--- src/rtl/tcrp_frame_conv.sv ---
// Multicycle time to frame converter: seconds times fps plus frames, saturated.
module tcrp_frame_conv #(
    parameter int FRAC_BITS = 16
) (
    input  logic        aclk,
    input  logic        aresetn,
    input  logic        start,
    input  logic [31:0] hours,
    input  logic [31:0] minutes,
    input  logic [31:0] seconds,
    input  logic [31:0] frames,
    input  logic [31:0] fps,
    output logic        done,
    output logic [31:0] frame
);
    localparam logic [2:0] S_IDLE = 3'd0;
    localparam logic [2:0] S_HM   = 3'd1;
    localparam logic [2:0] S_SEC  = 3'd2;
    localparam logic [2:0] S_LO   = 3'd3;
    localparam logic [2:0] S_HI   = 3'd4;
    localparam logic [2:0] S_SUM  = 3'd5;

    logic [2:0]  st_reg, st_next;
    logic [43:0] secs_reg, secs_next;
    logic [63:0] lo_reg, lo_next;
    logic [43:0] hi_reg, hi_next;
    logic [31:0] frame_reg, frame_next;
    logic        done_reg, done_next;
    logic [65:0] total;

    assign total = {2'd0, hi_reg[31:0], 32'd0} >> FRAC_BITS;

    always_comb begin
        logic [65:0] sum;
        st_next    = st_reg;
        secs_next  = secs_reg;
        lo_next    = lo_reg;
        hi_next    = hi_reg;
        frame_next = frame_reg;
        done_next  = 1'b0;
        sum        = '0;
        case (st_reg)
            S_IDLE: if (start) begin
                secs_next = {12'd0, hours} * 44'd60 + {12'd0, minutes};
                st_next = S_HM;
            end
            S_HM: begin
                secs_next = secs_reg * 44'd60 + {12'd0, seconds};
                st_next = S_SEC;
            end
            S_SEC: begin
                lo_next = {32'd0, secs_reg[31:0]} * {32'd0, fps};
                st_next = S_LO;
            end
            S_LO: begin
                hi_next = {32'd0, secs_reg[43:32]} * {12'd0, fps};
                st_next = S_HI;
            end
            S_HI: st_next = S_SUM;
            S_SUM: begin
                sum = total + {2'd0, lo_reg >> FRAC_BITS} + {34'd0, frames};
                if ((hi_reg >> FRAC_BITS) != 44'd0 || sum[65:32] != 34'd0)
                    frame_next = 32'hFFFF_FFFF;
                else
                    frame_next = sum[31:0];
                done_next = 1'b1;
                st_next = S_IDLE;
            end
            default: st_next = S_IDLE;
        endcase
    end

    always_ff @(posedge aclk) begin
        if (!aresetn) begin
            st_reg   <= S_IDLE;
            done_reg <= 1'b0;
        end else begin
            st_reg   <= st_next;
            done_reg <= done_next;
        end
    end

    always_ff @(posedge aclk) begin
        secs_reg  <= secs_next;
        lo_reg    <= lo_next;
        hi_reg    <= hi_next;
        frame_reg <= frame_next;
    end

    assign done  = done_reg;
    assign frame = frame_reg;

endmodule

--- config.mk ---
export PLATFORM = sky130hd
export DESIGN_NAME = tcrp_frame_conv
export DESIGN_NICKNAME = d
export VERILOG_FILES = /design/src/rtl/tcrp_frame_conv.sv
export SDC_FILE = /design/constraint.sdc
export NUM_CORES = 2
export LEC_CHECK = 0
export BUFFER_PORTS_ARGS = -buffer_cell sky130_fd_sc_hd__buf_2
export CAP_MARGIN = 20
export CORE_ASPECT_RATIO = 0.6
export CORE_MARGIN = 1
export CORE_UTILIZATION = 45
export DETAILED_ROUTE_END_ITERATION = 6
export MAX_ROUTING_LAYER = met4
export SYNTH_ARGS = -nofsm -noshare
export SYNTH_HDL_FRONTEND = slang
export SYNTH_SLANG_ARGS = --single-unit
--- constraint.sdc ---
create_clock -name aclk -period 11.65 [get_ports aclk]
set_input_delay 2.9125 -clock aclk [delete_from_list [all_inputs] [get_ports aclk]]
set_output_delay 2.9125 -clock aclk [all_outputs]
set_load 0.005 [all_outputs]
==> results.json <==
{
  "synthArstFlopShare_pct": 0,
  "synthCells": 6861,
  "vias": 47300,
  "synth_area_um2": 63500,
  "antenna_found_initial": 18,
  "nNetsFinal": 8909,
  "clock_path_buffers": 2,
  "yosysWarnings": 0,
  "grt_pass1_vias": 48700,
  "worstMarginPinSlew_ns": 1.07,
  "grt_max_degree": 49,
  "crit_arrival_ns": 11.07,
  "core_um2": 140000,
  "period_minus_slack_ns": 10.81,
  "io_pins": 196,
  "design.die.area_um2": 143000,
  "fmax_mhz": 92.5,
  "hold_viol": 0,
  "hold_path_class": "register to register",
  "largest_reg_flops": 48,
  "syn_nets": 8937,
  "dieWidth_um": 487,
  "wire_per_inst_um": 20.9,
  "ys_seq_area_share_pct": 8.07,
  "setup.worst_path.end_class": "register",
  "synth-edff-count": 168,
  "track_usage_pct": 27.3,
  "drc_errors": 0,
  "r2r_slack_ns": 2.30,
  "clk_pin_slew_ns": 0.09,
  "dr.pass1.iters": 6,
  "grt_pass1_wl_um": 290000,
  "rsz0062_at_grt": "no",
  "ant_nets": 0,
  "setup.worst_path.class": "primary input to register",
  "final_common_cell": "fa_1",
  "dpl.hpwl_um": 152000,
  "start_kind": "primary input",
  "yosys.area.top_type_share_pct": 42.6,
  "slew_headroom_pct": 28.2,
  "cts-root-buf": "clkbuf_16",
  "h-tree-depth": 4,
  "area_growth_pct": 5.30,
  "r2r_start": "secs_reg[14]$_DFFE_PP_",
  "layout_common_cells": "fa_1 (1,352), inv_1 (1,231), nand2_1 (894)",
  "r2r-end": "lo_reg[61]$_DFFE_PP_",
  "dieHeight_um": 293,
  "cts_made_buffers": 17,
  "fin_crit_sh_pct": 92.8,
  "critPathMaxStageDelay_ns": 0.56,
  "drt_iter0_markers": 3861,
  "drive_gt1_share_pct": 5.78,
  "grt-ovfl-total": 0,
  "synthFlopType": "edfxtp_1",
  "gp_congestion": 0.975,
  "post_cts.repair.setup_buffers": 0,
  "r2r_cells": 25,
  "finClkSkew_ns": 0.0220,
  "clock_latency_ns": 0.50,
  "hold_buffers": 0,
  "setup_viol": 0,
  "row_count": 106,
  "drv_cap": 0,
  "cp_max_fo": 23,
  "port_buffers": 195,
  "initial_utilization_pct": 45.5,
  "slowest_stage": "fa_1",
  "cpMostUsedCell": "fa_1",
  "whs_path_depth": 1,
  "synth_area_leaders": "fa_1 (43%), ha_1 (11%), edfxtp_1 (7.9%)",
  "totalNegativeSetupSlack_ns": 0,
  "status": "finished, final reports clean",
  "routed_wl_um": 182000,
  "cts.sinks": 172,
  "vias_per_cell": 5.41,
  "min-delay-start": "st_reg[2]$_SDFFE_PN0P_",
  "ys_ff_latch": 172,
  "cts_resized": 0,
  "synth_area_leader_cell": "fa_1",
  "slew_violations": 0,
  "min_to": "st_reg[1]$_SDFFE_PN0P_",
  "critical_path_required_ns": 11.91,
  "syn_avg_cell_area_um2": 9.25,
  "yosysUniqueCellTypes": 94,
  "cts_tree": "yes"
}
-- synth_stat cells, types with 8 or more instances --
library cell / number
o21ai_1: 33
o21ai_0: 104
nand2_1: 894
xnor2_1: 155
o31ai_1: 9
nor3_1: 48
buf_2: 8
nand3_2: 31
nand4_1: 39
ha_1: 561
xor2_1: 87
fa_1: 1352
inv_1: 1231
a21o_1: 162
nand2b_1: 35
and2_1: 716
nand4b_1: 9
o21a_1: 33
clkbuf_1: 309
a21oi_1: 261
edfxtp_1: 168
mux2i_1: 8
or2_2: 9
nor2_1: 200
nand3_1: 48
and3_1: 29
o211ai_1: 23
o21bai_1: 44
buf_6: 9
a31oi_1: 18
nor4_1: 16
a211oi_1: 25
nor2b_1: 29
-- cell type report --
class	count	area, um^2
antenna	12	30.0
clock buffer	17	425
clock inverter	15	199
fill	13500	72800
inverter	1231	4620
multi-input combinational	5119	52400
sequential	172	5120
tap	1890	2360
timing repair buffer	292	1720
-- layer usage --
metal  vias up  share of wire (%)  global-route usage (%)
li1      21200                  -                       -
met1     24300                 49                    41.8
met2      1690                 41                    37.5
met3       153                8.4                    5.38
met4         0                1.4                    4.50
met5         -                  0                       -
-- through the flow --
step                setup WS [ns]  utilization, %  instances  area (um^2)  hold WS (ns)
finish                      0.840            47.9       8748        66800         0.583
detailed placement          0.432            47.4       8703        66200         0.565
CTS                         0.917            47.8       8735        66800         0.583
global placement            0.520            47.4       8703        66200         0.548
global route                0.428            47.9       8747        66800         0.642
floorplan                    1.29               -       6861        63500         0.507
-- worst max path at each step --
| stage | startpoint | to | slack (ns) |
|---|---|---|---|
| after floorplan | fps[4] | lo_reg[61]$_DFFE_PP_ | 1.29 |
| after global placement | fps[7] | lo_reg[61]$_DFFE_PP_ | 0.52 |
| after detailed placement | fps[2] | lo_reg[61]$_DFFE_PP_ | 0.43 |
| after CTS | fps[2] | lo_reg[61]$_DFFE_PP_ | 0.92 |
| after global routing | fps[2] | lo_reg[61]$_DFFE_PP_ | 0.43 |
| final | fps[7] | lo_reg[61]$_DFFE_PP_ | 0.84 |
-- critical path, delay by kind of cell --
kind | cells | cell delay (ns)
AOI/OAI and AO/OA | 7 | 1.68
buffers and inverters | 8 | 0.92
and+or+nand+nor | 4 | 1.09
xor gates and xnor gates | 1 | 0.12
adders and majority gates | 9 | 4.30
-- logic make-up after synthesis --
| group | after synthesis | share of synthesized area [%] |
|---|---|---|
| fa+ha+maj | 1913 | 53.7 |
| compound gates | 815 | 8.38 |
| flops | 172 | 8.07 |
| buf+inv | 1570 | 9.45 |
| xor+xnor | 242 | 3.34 |
| simple gates | 2139 | 16.9 |
| mux | 10 | 0.162 |
Power is not shown: default switching activity piles up to over one toggle a cycle in this logic, so the estimate is an artifact.
