===== config.mk =====
export PLATFORM = sky130hd
export DESIGN_NAME = tcrp_ctrl
export DESIGN_NICKNAME = d
export VERILOG_FILES = /design/src/rtl/tcrp_pkg.sv /design/src/rtl/tcrp_ctrl.sv
export SDC_FILE = /design/constraint.sdc
export NUM_CORES = 1
export LEC_CHECK = 0
export BUFFER_PORTS_ARGS = -buffer_cell sky130_fd_sc_hd__buf_2
export CORE_AREA = 2 2 39 41
export CTS_BUF_LIST = sky130_fd_sc_hd__clkbuf_16
export DETAILED_ROUTE_END_ITERATION = 16
export DIE_AREA = 0 0 41 43
export PLACE_DENSITY = 0.53
export SYNTH_ARGS = -nofsm -noshare
export SYNTH_HDL_FRONTEND = slang
export SYNTH_SLANG_ARGS = --single-unit

===== constraint.sdc =====
create_clock -name aclk -period 1.15 [get_ports aclk]
set_input_delay 0.0575 -clock aclk [delete_from_list [all_inputs] [get_ports aclk]]
set_output_delay 0.0575 -clock aclk [all_outputs]
set_load 0.05 [all_outputs]

===== src/rtl/tcrp_pkg.sv =====
// Shared types and constants of the timecode range parser.
package tcrp_pkg;

    localparam logic [2:0] ST_OK      = 3'd0;
    localparam logic [2:0] ST_BADNUM  = 3'd1;
    localparam logic [2:0] ST_RANGE   = 3'd2;
    localparam logic [2:0] ST_HYPHEN  = 3'd3;
    localparam logic [2:0] ST_GARBAGE = 3'd4;
    localparam logic [2:0] ST_NORANGE = 3'd5;

    localparam logic [7:0] CH_HYPHEN = 8'h2D;
    localparam logic [7:0] CH_COLON  = 8'h3A;
    localparam logic [7:0] CH_DOT    = 8'h2E;
    localparam logic [7:0] CH_SLASH  = 8'h2F;
    localparam logic [7:0] CH_ZERO   = 8'h30;
    localparam logic [7:0] CH_NINE   = 8'h39;

    localparam logic [1:0] REG_SEPARATOR = 2'd0;
    localparam logic [1:0] REG_FPS       = 2'd1;

    // Result of parsing one character.
    typedef struct packed {
        logic       emit;
        logic       good;
        logic [2:0] status;
        logic [15:0] offset;
        logic       last;
    } tcrp_status_t;

    // Commands from the controller to the datapath.
    typedef struct packed {
        logic parse;
        logic conv_start;
    } tcrp_cmd_t;

endpackage


===== src/rtl/tcrp_ctrl.sv =====
// Control state machine: handshakes, parse strobe, conversions and result holding.
module tcrp_ctrl (
    input  logic                   aclk,
    input  logic                   aresetn,
    input  logic                   s_valid,
    output logic                   s_ready,
    output logic                   m_valid,
    input  logic                   m_ready,
    output tcrp_pkg::tcrp_cmd_t    cmd,
    input  tcrp_pkg::tcrp_status_t stat,
    output logic                   sel_end,
    input  logic                   conv_done,
    output logic                   cap_start,
    output logic                   cap_end,
    output logic                   cap_err
);
    import tcrp_pkg::*;

    localparam logic [2:0] C_IDLE  = 3'd0;
    localparam logic [2:0] C_CHECK = 3'd1;
    localparam logic [2:0] C_CONV0 = 3'd2;
    localparam logic [2:0] C_CONV1 = 3'd3;
    localparam logic [2:0] C_OUT   = 3'd4;
    localparam logic [2:0] C_KICK1 = 3'd5;

    logic [2:0] st_reg, st_next;

    assign s_ready = (st_reg == C_IDLE);
    assign m_valid = (st_reg == C_OUT);
    assign cmd.parse = s_valid && s_ready;
    assign cmd.conv_start = (st_reg == C_CHECK && stat.emit && stat.good)
                            || st_reg == C_KICK1;
    assign sel_end   = (st_reg == C_CONV1) || (st_reg == C_KICK1);
    assign cap_start = (st_reg == C_CONV0) && conv_done;
    assign cap_end   = (st_reg == C_CONV1) && conv_done;
    assign cap_err   = (st_reg == C_CHECK);

    always_comb begin
        st_next = st_reg;
        case (st_reg)
            C_IDLE:  if (s_valid) st_next = C_CHECK;
            C_CHECK: begin
                if (!stat.emit) st_next = C_IDLE;
                else if (stat.good) st_next = C_CONV0;
                else st_next = C_OUT;
            end
            C_CONV0: if (conv_done) st_next = C_KICK1;
            C_KICK1: st_next = C_CONV1;
            C_CONV1: if (conv_done) st_next = C_OUT;
            C_OUT:   if (m_ready) st_next = C_IDLE;
            default: st_next = C_IDLE;
        endcase
    end

    always_ff @(posedge aclk) begin
        if (!aresetn) st_reg <= C_IDLE;
        else st_reg <= st_next;
    end

endmodule


==> impl_metrics.tcl <==
set metrics [dict create \
    core-area_um2 1384 \
    crit_type "reg -> out" \
    hp-class "in -> reg" \
    final.setup_skew_ns 0.003140 \
    cts_buffers 3 \
    ff2ff_setup_slack_ns 0.01 \
    fin_setup_tns_ns -0.1704 \
    synth_top_area_cell "dfxtp_1" \
    drv_slew 0 \
    initial_utilization 0.1799 \
    synth_top_area_frac 0.2412 \
    largest_register_ffs 3 \
    reg2reg_to "st_reg[2]" \
    ant_nets 0 \
    min_period_over_period 1.060 \
    timing.rr.start "st_reg[1]" \
    crit_chain "buf_6 -> nor3_4 -> and2_4 -> buf_8" \
    powerDensity_nw_per_um2 1432 \
    cp-start-kind "flip-flop" \
    h-tree-depth 1 \
    diodes 0 \
    yosys-top-cells-area "dfxtp_1, buf_6, and2_1, xor2_1, nor3b_1" \
    insertion_delay_ns 0.22 \
    hold_end "st_reg[2]" \
    gp_routability_congestion 0.6597 \
    clkSinkCount 3 \
    synth-seq-cells 3 \
    clockBufferDepth 2 \
    drtIter0Drc 1 \
    antenna_found_initial 0 \
    status "finished, violations left" \
    synth.avg_cell_area_um2 8.300 \
    routed_wl_um 676 \
    cap_violations 0 \
    final.setup.worst_slack_ns -0.06949 \
    fp.dieH_um 43 \
    grt_pass1_wl_um 1000 \
    worst-path-buf-inv 2 \
    route.detailed.drc 0 \
    crit_fanout 6 \
    wl_per_cell_um 9.657 \
    worst_pin_slew_ns 0.2669 \
    yosys.cell_types.count 18 \
    grt_usage 0.08936 \
    critical-path-top-delay-family "flip-flops" \
    place_ws_ns -0.02167 \
    crit_required_ns 1.09 \
    crit_path_max_incr_delay_ns 0.35 \
    endpoint_kind "output port" \
    rsz0062_at_grt "yes" \
    nNetsFinal 82 \
    path_clk_slew_ns 0.03 \
    syn_area_um2 249.0 \
    violations "negative setup slack" \
    timing.fmax_ghz 0.8200 \
    hpwl_um 521.3 \
    synth_warnings 0 \
    post_cts_buffers 0 \
    setup_viol 4 \
    fp.dieW_um 41 \
    rows 14 \
    tritoncts "yes" \
    vias_per_cell 4.229 \
    peakVddDrop_v 0.0007644 \
    crit_arrival_ns 1.16 \
    port_buffers 14 \
    area_delta_synth_final_pct 133.7 \
    period_needed_ns 1.219 \
    num_io_pins 35 \
    syn-num-nets 57 \
    relSlewSlack 0.8195 \
    yosysSeqAreaShare 0.2412 \
    drt_pass1_iterations 2 \
    hold_violations 0 \
    num_vias 296 \
    grt_max_degree 8 \
    p_leak_nw 0.2685 \
    drive_gt1_frac 0.7407 \
    die_area_um2 1763 \
    reg2reg_depth 3 \
    overflow 0 \
    slowest_stage "dfxtp_4" \
    root_buffer "clkbuf_16" \
    hold_depth 2 \
    synth_cells 30 \
    grt_pass1_vias 270 \
    min_from "aresetn" \
]
per-layer routing:
layer,track usage,vias to the layer above,routed length (um)
met5,0,-,0
met4,0.06000,0,0
met3,0.06283,0,56
met2,0.1219,12,310
met1,0.09325,130,309
li1,-,154,-
cells in the final DEF (no fill, tap or decap):
cell,synthesis,final
buf_6,2,8
buf_2,0,7
buf_4,0,5
clkbuf_16,0,3
nor3_4,0,2
xor2_1,2,2
and2_1,3,2
nand2_1,3,2
buf_8,0,2
dfxtp_4,0,2
nand2b_2,1,1
nor2_2,0,1
a21oi_2,0,1
nor2_4,0,1
nor2_1,3,1
nand2_2,0,1
nor3b_2,0,1
and2_4,0,1
a221o_2,1,1
and3_4,0,1
nor3b_1,2,1
mux2i_1,1,1
o211a_1,1,1
nor4b_1,1,1
or4b_1,1,1
o21ai_2,0,1
o21a_1,1,1
inv_1,0,1
dfxtp_2,0,1
metrics by stage:
stage | std cells | total power [mW] | hold slack [ns] | cell area (um2) | utilization
after global placement | 66 | 0.2661 | 0.2962 | 410.4 | 0.2966
after CTS | 70 | 0.8302 | 0.07336 | 553.0 | 0.3996
after floorplan | 30 | 0.2195 | 0.1750 | 282.8 | -
final | 70 | 0.8330 | 0.08222 | 581.8 | 0.4204
after global routing | 70 | 0.8662 | 0.1002 | 581.8 | 0.4204
after detailed placement | 66 | 0.2669 | 0.3009 | 410.4 | 0.2966
synthesized netlist by cell type:
| cell type | instances |
|---|---|
| and2_1 | 3 |
| dfxtp_1 | 3 |
| nand2_1 | 3 |
| nor2_1 | 3 |
| buf_6 | 2 |
| nor3_1 | 2 |
| nor3b_1 | 2 |
| xor2_1 | 2 |
| a21oi_1 | 1 |
| a221o_2 | 1 |
| and3_1 | 1 |
| mux2i_1 | 1 |
| nand2b_2 | 1 |
| nor4b_1 | 1 |
| o211a_1 | 1 |
| o21a_1 | 1 |
| o21ai_1 | 1 |
| or4b_1 | 1 |
kinds of logic after synthesis:
logic type | after synthesis | synth area share
XOR/XNOR | 2 | 0.07036
flip-flops | 3 | 0.2412
AND/OR/NAND/NOR | 17 | 0.4020
buffers and inverters | 2 | 0.09045
multiplexers | 1 | 0.04020
AO/OA/AOI/OAI | 5 | 0.1557
worst register-to-register path, delay by kind of cell (launching register included):
kind               cells  cell delay, ns
AOI/OAI and AO/OA      2            0.19
DFF                    1            0.35
and+or+nand+nor        1            0.54
repair_timing:
action                     4_1_cts  5_1_grt
gates resized for setup         22        7
setup endpoints to repair        9       10
pin swaps                        4        1
hold buffers                     0        0
final cells by class:
cell class / instances / area [um2]
fillers: 137 / 802.0
multi-input cells: 25 / 221.5
repair buffers: 22 / 192.7
clock buffers: 3 / 75.07
flip-flops and latches: 3 / 68.82
well taps: 16 / 20.02
clock inverters: 1 / 3.754
where the power goes:
part / total [mW] / leakage, nW / switching [mW] / internal, mW
clock: 0.538 / 0.0423 / 0.0906 / 0.448
sequential: 0.116 / 0.0264 / 0.00800 / 0.108
combinational: 0.179 / 0.200 / 0.0965 / 0.0820
total: 0.833 / 0.268 / 0.195 / 0.638
how the worst max path moves through the flow:
stage                     depth (start not counted)       from         to  slack (ns)
final                                             4  st_reg[0]     cmd[1]       -0.07
after global routing                              4  st_reg[2]     cmd[1]        -0.1
after CTS                                         4  st_reg[0]     cmd[1]       -0.08
after detailed placement                          3  st_reg[0]  st_reg[0]       -0.02
after global placement                            3  st_reg[0]  st_reg[0]       -0.02
after floorplan                                   3  st_reg[2]     cmd[1]       -0.19
(Power assumes the default switching activity.)
